[src/sv/ftpp_pkg.sv]
// Shared constants, types and helper functions of the FTP reply parser.
package ftpp_pkg;

  localparam int LINE_MAX_DEFAULT = 128;
  localparam int NUM_MAX          = 6;
  localparam int NUM_IDX_W        = 3;

  localparam logic [7:0] CHAR_NUL   = 8'h00;
  localparam logic [7:0] CHAR_LF    = 8'h0A;
  localparam logic [7:0] CHAR_CR    = 8'h0D;
  localparam logic [7:0] CHAR_SPACE = 8'h20;
  localparam logic [7:0] CHAR_ZERO  = 8'h30;
  localparam logic [7:0] CHAR_NINE  = 8'h39;

  typedef struct packed {
    logic [9:0]  reply_code;
    logic [7:0]  host_a;
    logic [7:0]  host_b;
    logic [7:0]  host_c;
    logic [7:0]  host_d;
    logic [15:0] data_port;
    logic        pasv_found;
  } ftpp_result_t;

  function automatic logic is_digit(input logic [7:0] c);
    is_digit = (c >= CHAR_ZERO) && (c <= CHAR_NINE);
  endfunction

  function automatic logic [3:0] digit_value(input logic [7:0] c);
    logic [7:0] d;
    d = c - CHAR_ZERO;
    digit_value = d[3:0];
  endfunction

endpackage

[src/sv/ftp_reply_code_pasv_parser_core.sv]
// Top level of the FTP reply code and PASV address parser.
//
// Bytes of the control connection enter on the input channel, one per
// transfer. Carriage returns are dropped; a line feed closes the line. A line
// that starts with three digits and a space is a final reply and yields one
// transfer on the result channel with the reply code and the first six
// numbers of the text (four host bytes and the data port). Other lines
// yield nothing.
// A byte passes an input register and then the line stage, which updates
// the line state and loads the result register at the same clock edge. The
// result loads after the line feed leaves the input register. One byte is
// taken every cycle as long as the result register is free or being read.
// When the receiver stalls with a result waiting, the input register holds
// one more byte and then the input channel stops until the result is taken.
// Reset clears the line state and both valid flags; no result is pending.
module ftp_reply_code_pasv_parser_core import ftpp_pkg::*; #(
  parameter int LINE_MAX = LINE_MAX_DEFAULT
) (
  input  logic        clk,
  input  logic        rst,
  input  logic        in_valid,
  output logic        in_ready,
  input  logic [7:0]  rx_byte,
  output logic        out_valid,
  input  logic        out_ready,
  output logic [9:0]  reply_code,
  output logic [7:0]  host_a,
  output logic [7:0]  host_b,
  output logic [7:0]  host_c,
  output logic [7:0]  host_d,
  output logic [15:0] data_port,
  output logic        pasv_found
);

  logic         held_valid;
  logic [7:0]   held_byte;
  logic         space;
  logic         step;
  logic         fire;
  ftpp_result_t line_result;
  ftpp_result_t out_result;

  assign step = held_valid && space;

  ftpp_in_reg u_in_reg (
    .clk        (clk),
    .rst        (rst),
    .in_valid   (in_valid),
    .in_ready   (in_ready),
    .rx_byte    (rx_byte),
    .held_valid (held_valid),
    .held_byte  (held_byte),
    .take       (step)
  );

  ftpp_line #(
    .LINE_MAX (LINE_MAX)
  ) u_line (
    .clk    (clk),
    .rst    (rst),
    .step   (step),
    .c      (held_byte),
    .fire   (fire),
    .result (line_result)
  );

  ftpp_out_reg u_out_reg (
    .clk       (clk),
    .rst       (rst),
    .load      (fire),
    .load_data (line_result),
    .space     (space),
    .out_valid (out_valid),
    .out_ready (out_ready),
    .held      (out_result)
  );

  assign reply_code = out_result.reply_code;
  assign host_a     = out_result.host_a;
  assign host_b     = out_result.host_b;
  assign host_c     = out_result.host_c;
  assign host_d     = out_result.host_d;
  assign data_port  = out_result.data_port;
  assign pasv_found = out_result.pasv_found;

endmodule

[src/sv/ftpp_in_reg.sv]
// Input register that holds one received byte until the line stage takes it.
module ftpp_in_reg import ftpp_pkg::*; (
  input  logic       clk,
  input  logic       rst,
  input  logic       in_valid,
  output logic       in_ready,
  input  logic [7:0] rx_byte,
  output logic       held_valid,
  output logic [7:0] held_byte,
  input  logic       take
);

  assign in_ready = !held_valid || take;

  always_ff @(posedge clk) begin
    if (rst) begin
      held_valid <= 1'b0;
    end else if (in_ready) begin
      held_valid <= in_valid;
    end
  end

  always_ff @(posedge clk) begin
    if (in_valid && in_ready) begin
      held_byte <= rx_byte;
    end
  end

endmodule

[src/sv/ftpp_line.sv]
// Line state, number scan and final reply check, updated once per byte.
module ftpp_line import ftpp_pkg::*; #(
  parameter int LINE_MAX = LINE_MAX_DEFAULT
) (
  input  logic         clk,
  input  logic         rst,
  input  logic         step,
  input  logic [7:0]   c,
  output logic         fire,
  output ftpp_result_t result
);

  localparam int KW = $clog2(LINE_MAX);

  logic [KW-1:0]        chars_kept;
  logic [7:0]           lead_chars [4];
  logic                 text_ended;
  logic [15:0]          number_acc;
  logic                 in_number;
  logic [NUM_IDX_W-1:0] numbers_found;
  logic [7:0]           found_values [NUM_MAX];

  logic                 is_cr;
  logic                 is_lf;
  logic                 keep;
  logic                 lead;
  logic                 scan;
  logic                 is_final;
  logic                 store_open;
  logic [7:0]           fv_final [NUM_MAX];
  logic [15:0]          acc_next;
  logic [9:0]           code;

  assign is_cr = (c == CHAR_CR);
  assign is_lf = (c == CHAR_LF);
  assign keep  = !is_cr && !is_lf && (chars_kept < KW'(LINE_MAX - 1));
  assign lead  = chars_kept < KW'(4);
  assign scan  = keep && !lead && !text_ended && (numbers_found < NUM_IDX_W'(NUM_MAX));

  assign acc_next = (number_acc << 3) + (number_acc << 1) + 16'(digit_value(c));

  assign is_final = !lead && is_digit(lead_chars[0]) && is_digit(lead_chars[1]) &&
                    is_digit(lead_chars[2]) && (lead_chars[3] == CHAR_SPACE);
  assign fire = step && is_lf && is_final;

  assign store_open = in_number && (numbers_found < NUM_IDX_W'(NUM_MAX));

  always_comb begin
    for (int i = 0; i < NUM_MAX; i++) begin
      if (store_open && (numbers_found == NUM_IDX_W'(i))) begin
        fv_final[i] = number_acc[7:0];
      end else begin
        fv_final[i] = found_values[i];
      end
    end
  end

  assign code = 10'(digit_value(lead_chars[0])) * 10'd100 +
                10'(digit_value(lead_chars[1])) * 10'd10 +
                10'(digit_value(lead_chars[2]));

  always_comb begin
    result.reply_code = code;
    result.host_a     = fv_final[0];
    result.host_b     = fv_final[1];
    result.host_c     = fv_final[2];
    result.host_d     = fv_final[3];
    result.data_port  = {fv_final[4], fv_final[5]};
    result.pasv_found = (numbers_found == NUM_IDX_W'(NUM_MAX)) ||
                        (in_number && (numbers_found == NUM_IDX_W'(NUM_MAX - 1)));
  end

  always_ff @(posedge clk) begin
    if (rst || (step && is_lf)) begin
      chars_kept    <= '0;
      text_ended    <= 1'b0;
      number_acc    <= '0;
      in_number     <= 1'b0;
      numbers_found <= '0;
      for (int i = 0; i < 4; i++) begin
        lead_chars[i] <= '0;
      end
      for (int i = 0; i < NUM_MAX; i++) begin
        found_values[i] <= '0;
      end
    end else if (step && keep) begin
      chars_kept <= chars_kept + KW'(1);
      if (lead) begin
        lead_chars[chars_kept[1:0]] <= c;
      end else if (scan) begin
        if (c == CHAR_NUL) begin
          text_ended <= 1'b1;
        end else if (is_digit(c)) begin
          number_acc <= acc_next;
          in_number  <= 1'b1;
        end else if (in_number) begin
          found_values[numbers_found] <= number_acc[7:0];
          numbers_found <= numbers_found + NUM_IDX_W'(1);
          number_acc    <= '0;
          in_number     <= 1'b0;
        end
      end
    end
  end

endmodule

[src/sv/ftpp_out_reg.sv]
// Result register that holds one parsed reply until the receiver takes it.
module ftpp_out_reg import ftpp_pkg::*; (
  input  logic         clk,
  input  logic         rst,
  input  logic         load,
  input  ftpp_result_t load_data,
  output logic         space,
  output logic         out_valid,
  input  logic         out_ready,
  output ftpp_result_t held
);

  assign space = !out_valid || out_ready;

  always_ff @(posedge clk) begin
    if (rst) begin
      out_valid <= 1'b0;
    end else if (load) begin
      out_valid <= 1'b1;
    end else if (out_ready) begin
      out_valid <= 1'b0;
    end
  end

  always_ff @(posedge clk) begin
    if (load) begin
      held <= load_data;
    end
  end

endmodule
[config.mk]
export PLATFORM = sky130hd
export DESIGN_NAME = ftp_reply_code_pasv_parser_core
export DESIGN_NICKNAME = d
export VERILOG_FILES = /design/src/sv/ftpp_pkg.sv /design/src/sv/ftp_reply_code_pasv_parser_core.sv /design/src/sv/ftpp_in_reg.sv /design/src/sv/ftpp_line.sv /design/src/sv/ftpp_out_reg.sv
export SDC_FILE = /design/constraint.sdc
export NUM_CORES = 1
export LEC_CHECK = 0
export BUFFER_PORTS_ARGS = -buffer_cell sky130_fd_sc_hd__buf_2
export CAP_MARGIN = 20
export CORE_MARGIN = 5
export CORE_UTILIZATION = 62
export CTS_BUF_LIST = sky130_fd_sc_hd__clkbuf_4 sky130_fd_sc_hd__clkbuf_8
export DETAILED_ROUTE_END_ITERATION = 10
export MAX_ROUTING_LAYER = met4
export PLACE_DENSITY = 0.83
export SYNTH_ARGS = -nofsm -noshare
export SYNTH_HDL_FRONTEND = slang
export SYNTH_SLANG_ARGS = --single-unit
[constraint.sdc]
create_clock -name clk -period 9 [get_ports clk]
set_input_delay 1.35 -clock clk [delete_from_list [all_inputs] [get_ports clk]]
set_output_delay 1.35 -clock clk [all_outputs]
set_load 0.05 [all_outputs]
==> impl_metrics.json, run 1 <==
{
  "power.density_mw_per_mm2": 174,
  "cts_resized": 0,
  "hold_buffers": 0,
  "area_growth_syn_to_layout_pct": 12.3,
  "outcome": "finished, final reports clean",
  "crit_path_start": "out_ready",
  "fin_crit_ns": 3.40,
  "dr.pass1.iters": 5,
  "clkLatencyLatePin_ns": 0.46,
  "htreeDepth": 4,
  "synth_nets": 668,
  "dieWidth_um": 123,
  "crit_arrival_ns": 3.56,
  "post-cts-setup-buffer-count": 0,
  "finalHoldViolations": 0,
  "timing.setup.critical_path_class": "in -> reg",
  "final_layout_size_suffix_gt1_share_pct": 26.1,
  "wire_per_inst_um": 18.2,
  "relSlewSlack_pct": 30.2,
  "max_freq_ghz": 0.295,
  "hold_path_startpoint": "u_line.lead_chars[2][0]$_SDFFCE_PN0P_",
  "drtIter0Drc": 519,
  "nNetsFinal": 748,
  "ant_nets": 0,
  "cp_max_fo": 30,
  "hold_depth": 0,
  "grt_pass1_wl_um": 25200,
  "clock_path_buffers": 2,
  "routed_wl_um": 15900,
  "total_power_uw": 1550,
  "num_antenna_cells": 0,
  "die_area_sq_mm": 0.0152,
  "synthTopCellsByArea": "edfxtp_1 56%, ha_1 6.9%, mux2_2 6.2%",
  "vias": 5049,
  "vias_per_cell": 5.80,
  "synth_top_area_share_pct": 55.6,
  "antenna_found_initial": 0,
  "synthCells": 605,
  "io_pins": 73,
  "cts_tree": "done",
  "netlist_area_sq_mm": 0.00794,
  "drv_slew": 0,
  "ys.flop_type": "edfxtp_1",
  "clkTransAtPathRegs_ns": 0.09,
  "drc": 0,
  "clock-root-buffer": "clkbuf_8",
  "clock_sinks": 169,
  "grt_usage_pct": 22.6,
  "cap_violations": 0,
  "start_kind": "input port",
  "avgSynthCellArea_sq_um": 13.1,
  "hp-class": "reg -> reg",
  "grt_pass1_vias": 4909,
  "timing.rr.start": "u_line.lead_chars[1][1]$_SDFFCE_PN0P_",
  "async_reset_ff_share_pct": 0,
  "placementRows": 41,
  "tightest_slew_ns": 1.04,
  "grt_max_degree": 33,
  "die_y_um": 123,
  "fill_cells": 830,
  "worst_clock_skew_ns": 0.0142,
  "r2r_cells": 10,
  "cp.required_ns": 9.17,
  "synth_cell_types": 56,
  "synth-edff-count": 147,
  "synth_top_area_cell": "edfxtp_1",
  "dp_hpwl_um": 10800,
  "ir_drop_v": 0.000111,
  "core_area_sq_mm": 0.0126,
  "yosysSeqAreaShare_pct": 61.2,
  "finalCritPeriodShare_pct": 37.7,
  "p_leak_uw": 0.00338,
  "port_buffers": 72,
  "gr-total-overflow": 0,
  "yosysWarnings": 0,
  "setup_viol": 0,
  "fin_tns_setup_ns": 0,
  "start_util_pct": 63.1,
  "synth-seq-cells": 169,
  "cts_buffers": 17,
  "routabilityCongestion": 0.907,
  "ff2ff_setup_slack_ns": 5.77,
  "cp-end-kind": "flop",
  "rsz0062_at_grt": "no"
}
## cell families (layout without fill, tap and decap cells)
kind of cell,after synthesis,count (layout),synth area share [%]
AO/OA/AOI/OAI,60,60,5.38
multiplexers,46,46,6.50
flip-flops,169,169,61.2
buffers and inverters,62,155,3.23
adder cells (fa/ha/maj),51,51,8.70
XOR/XNOR,20,20,2.21
AND/OR/NAND/NOR,197,197,12.8
## Yosys cell counts, types with 2 or more instances
cell      number
nor3_1        13
nor4_1        24
and2_1         9
a21oi_1       12
nand2_1       40
a22o_1         8
a21o_1         2
clkbuf_1      10
o31ai_1        2
buf_2          4
o41ai_1        6
or4_1          3
edfxtp_1     147
nand3_1        8
inv_1         37
ha_1          44
buf_1          6
mux2i_1        2
nand3b_1       2
and3_1         2
o21a_1         2
xnor2_1       19
nand4_1        7
dfxtp_1       22
nor3b_1        2
o21bai_1       2
fa_1           7
nor2_1        63
mux2_2        44
nor3_2        10
buf_6          2
o21ai_0       15
nor2b_1        6
## area by class of cell
class,instances,area [sq um],share of cell area [%]
flip-flops and latches,169,4850,54.5
multi-input cells,374,2830,31.8
repair buffers,84,445,5.00
clock buffers,19,255,2.86
well taps,172,215,2.42
clock inverters,13,163,1.83
inverters,39,146,1.64
## where the power goes
part           switching [uW]  internal (uW)  total, uW
combinational            59.7           42.8        103
sequential               12.6            868        881
clock                     279            288        567
## per-stage QoR
stage | instances | area (sq um) | util [%] | hold slack (ns) | worst slack, ns
4_1_cts | 866 | 8890 | 70.7 | 0.484 | 5.16
3_3_place_gp | 834 | 8470 | 67.4 | 0.446 | 4.98
2_1_floorplan | 605 | 7940 | - | 0.400 | 0.768
6_report | 870 | 8910 | 70.9 | 0.487 | 5.60
5_1_grt | 870 | 8910 | 70.9 | 0.500 | 5.50
3_5_place_dp | 834 | 8470 | 67.4 | 0.459 | 4.67
## flip-flops by register name, indices dropped and copies added (netlist names)
name and cells:
u_line.found_values 48, u_in_reg.held_byte 8, u_line.numbers_found 3, u_line.chars_kept 7, u_out_reg.out_valid 1, u_in_reg.held_valid 1, u_line.number_acc 8, u_line.lead_chars 32
u_out_reg.held 59, u_line.in_number 1, u_line.text_ended 1
## worst paths after layout
path,to
worst min-delay path,u_out_reg.held[49]$_DFFE_PP_
worst max-delay path,u_line.lead_chars[1][4]$_SDFFCE_PN0P_
worst min register to register,u_out_reg.held[49]$_DFFE_PP_
worst max register to register,u_out_reg.held[58]$_DFFE_PP_
## critical path, stage by stage
cell and delay [ns]:
buf_2 0.11, nor2b_1 0.25, nor3b_1 0.14, a31o_2 0.47, or4_4 0.69, o21ai_0 0.29, clkbuf_4 0.26
## per-layer routing
layer,up-vias,share of wire [%],global-route usage [%]
li1,2382,-,-
met1,2409,43,30.3
met2,230,48,33.8
met3,28,7.4,5.49
met4,0,1.9,8.65
met5,-,0,-
## layout by cell type (no fill, tap or decap), types with 8 or more instances in the layout
cell type  count
clkbuf_8      18
and2_1         9
nand2_1       40
ha_1          44
nor3_2        10
o21ai_0       15
mux2_2        44
inv_1         37
nand3_1        8
nor2_1        63
a22o_1         8
buf_2         74
nor3_1        13
a21oi_1       12
xnor2_1       19
dfxtp_1       22
edfxtp_1     147
buf_4          8
nor4_1        23
Note: power is estimated with default switching activity, not from simulation.
==> run 2, diff against run 1 <==
CORE_UTILIZATION = 56   (was 62)
PLACE_DENSITY = 0.79   (was 0.83)
clock period = 3 ns   (was 9 ns; I/O delays follow)
==> impl_metrics.json, run 2 (synthesis gave the netlist of run 1 again) <==
{
  "layout_commonest_cell": "edfxtp_1",
  "place_inst": 866,
  "clock_path_buffers": 2,
  "ir_drop_v": 0.000280,
  "dp_hpwl_um": 11200,
  "gr-total-overflow": 0,
  "dieWidth_um": 129,
  "timing.hold.ws_ns": 0.178,
  "dr.pass1.iters": 5,
  "top_regs": "u_out_reg.held (59), u_line.found_values (48), u_line.lead_chars (32)",
  "fill_cells": 997,
  "drv_slew": 0,
  "cts_tree": "done",
  "cp-end-kind": "flop",
  "seq_area_sq_mm": 0.00485,
  "final_layout_size_suffix_gt1_share_pct": 30.6,
  "tightest_slew_ns": 1.03,
  "most-common-layout-cells": "147 x edfxtp_1, 74 x buf_2, 63 x nor2_1",
  "p_leak_uw": 0.00356,
  "start_kind": "flop",
  "fin_crit_ns": 2.96,
  "die_y_um": 129,
  "antenna_found_initial": 0,
  "multi_input_area_sq_mm": 0.00295,
  "relSlewSlack_pct": 30.3,
  "largest_reg_flops": 59,
  "finalHoldViolations": 0,
  "grt_pass1_wl_um": 25600,
  "wire_per_inst_um": 17.8,
  "worst_clock_skew_ns": 0.0108,
  "cts_buffers": 17,
  "fin_tns_setup_ns": 0,
  "die_area_sq_mm": 0.0167,
  "vias": 5112,
  "clkTransAtPathRegs_ns": 0.08,
  "placementRows": 43,
  "regMostFlops": "u_out_reg.held",
  "drtIter0Drc": 504,
  "nNetsFinal": 773,
  "power.density_mw_per_mm2": 529,
  "clock-root-buffer": "clkbuf_8",
  "io_pins": 73,
  "ant_nets": 0,
  "num_antenna_cells": 0,
  "outcome": "finished, final reports clean",
  "clock_sinks": 169,
  "grt_usage_pct": 20.5,
  "drc": 0,
  "total_power_uw": 4920,
  "htreeDepth": 4,
  "fin_util_pct": 67.0,
  "cp.required_ns": 3.19,
  "vias_per_cell": 5.66,
  "hp-class": "in -> reg",
  "area_growth_syn_to_layout_pct": 17.2,
  "crit_arrival_ns": 3.15,
  "cp_max_fo": 3,
  "start_util_pct": 57.2,
  "timing.setup.critical_path_class": "reg -> reg",
  "grt_max_degree": 57,
  "core_area_sq_mm": 0.0139,
  "routabilityCongestion": 0.897,
  "cap_violations": 0,
  "routed_wl_um": 16000,
  "setup_viol": 0,
  "finalCritPeriodShare_pct": 98.7,
  "max_freq_ghz": 0.338,
  "fin_cells": 903,
  "clkLatencyLatePin_ns": 0.45,
  "grt_pass1_vias": 5033,
  "port_buffers": 72
}
==> run 2: worst paths after layout <==
path / start / endpoint / slack, ns / cells after the start
worst max register to register: u_line.lead_chars[1][3]$_SDFFCE_PN0P_ / u_out_reg.held[58]$_DFFE_PP_ / 0.04 / 10
worst min-delay path: rx_byte[0] / u_in_reg.held_byte[0]$_DFFE_PP_ / 0.18 / 1
worst min register to register: u_line.lead_chars[2][0]$_SDFFCE_PN0P_ / u_out_reg.held[49]$_DFFE_PP_ / 0.42 / 0
worst max-delay path: u_line.lead_chars[1][3]$_SDFFCE_PN0P_ / u_out_reg.held[58]$_DFFE_PP_ / 0.04 / 10
==> run 2: power breakdown <==
group          leakage, uW  switching [uW]  total [uW]  internal (uW)
sequential         0.00164            26.1        2630           2600
clock             0.000239             817        1910           1090
combinational      0.00169             215         383            169
total              0.00356            1060        4920           3870
==> run 2: metal layers <==
layer / up-vias / global-route usage, % / routed length, um
met4: 0 / 7.16 / 286
met5: - / - / 0
met3: 26 / 3.59 / 949
li1: 2439 / - / -
met1: 2461 / 28.1 / 7090
met2: 186 / 31.4 / 7710
==> run 2: what timing repair did <==
action	CTS	global route
endpoints found under the setup margin	1	2
buffers inserted	1	1
pin swaps	3	3
resized for setup	5	4
hold buffers	0	0
==> run 2: through the flow <==
step	setup WS (ns)	area, sq um
2_1_floorplan	-0.557	8000
3_3_place_gp	0.0202	8720
3_5_place_dp	-0.166	8720
4_1_cts	0.0178	9250
5_1_grt	-0.0616	9300
6_report	0.0377	9300
==> run 2: worst max-delay path, cell delays in order (launching register included) <==
cell	delay (ns)
edfxtp_1	0.41
ha_1	0.31
ha_2	0.20
fa_2	0.36
xor2_1	0.17
ha_1	0.32
ha_4	0.26
o21a_1	0.11
o31a_1	0.14
o41ai_2	0.29
xnor2_1	0.14
==> run 2: cell type report <==
class                           instances  area share [%]
Sequential cell                       169            52.2
Multi-Input combinational cell        374            31.7
Timing Repair Buffer                  109            6.94
Clock inverter                         14            2.61
Clock buffer                           18            2.60
Tap cell                              180            2.42
Inverter                               39            1.57
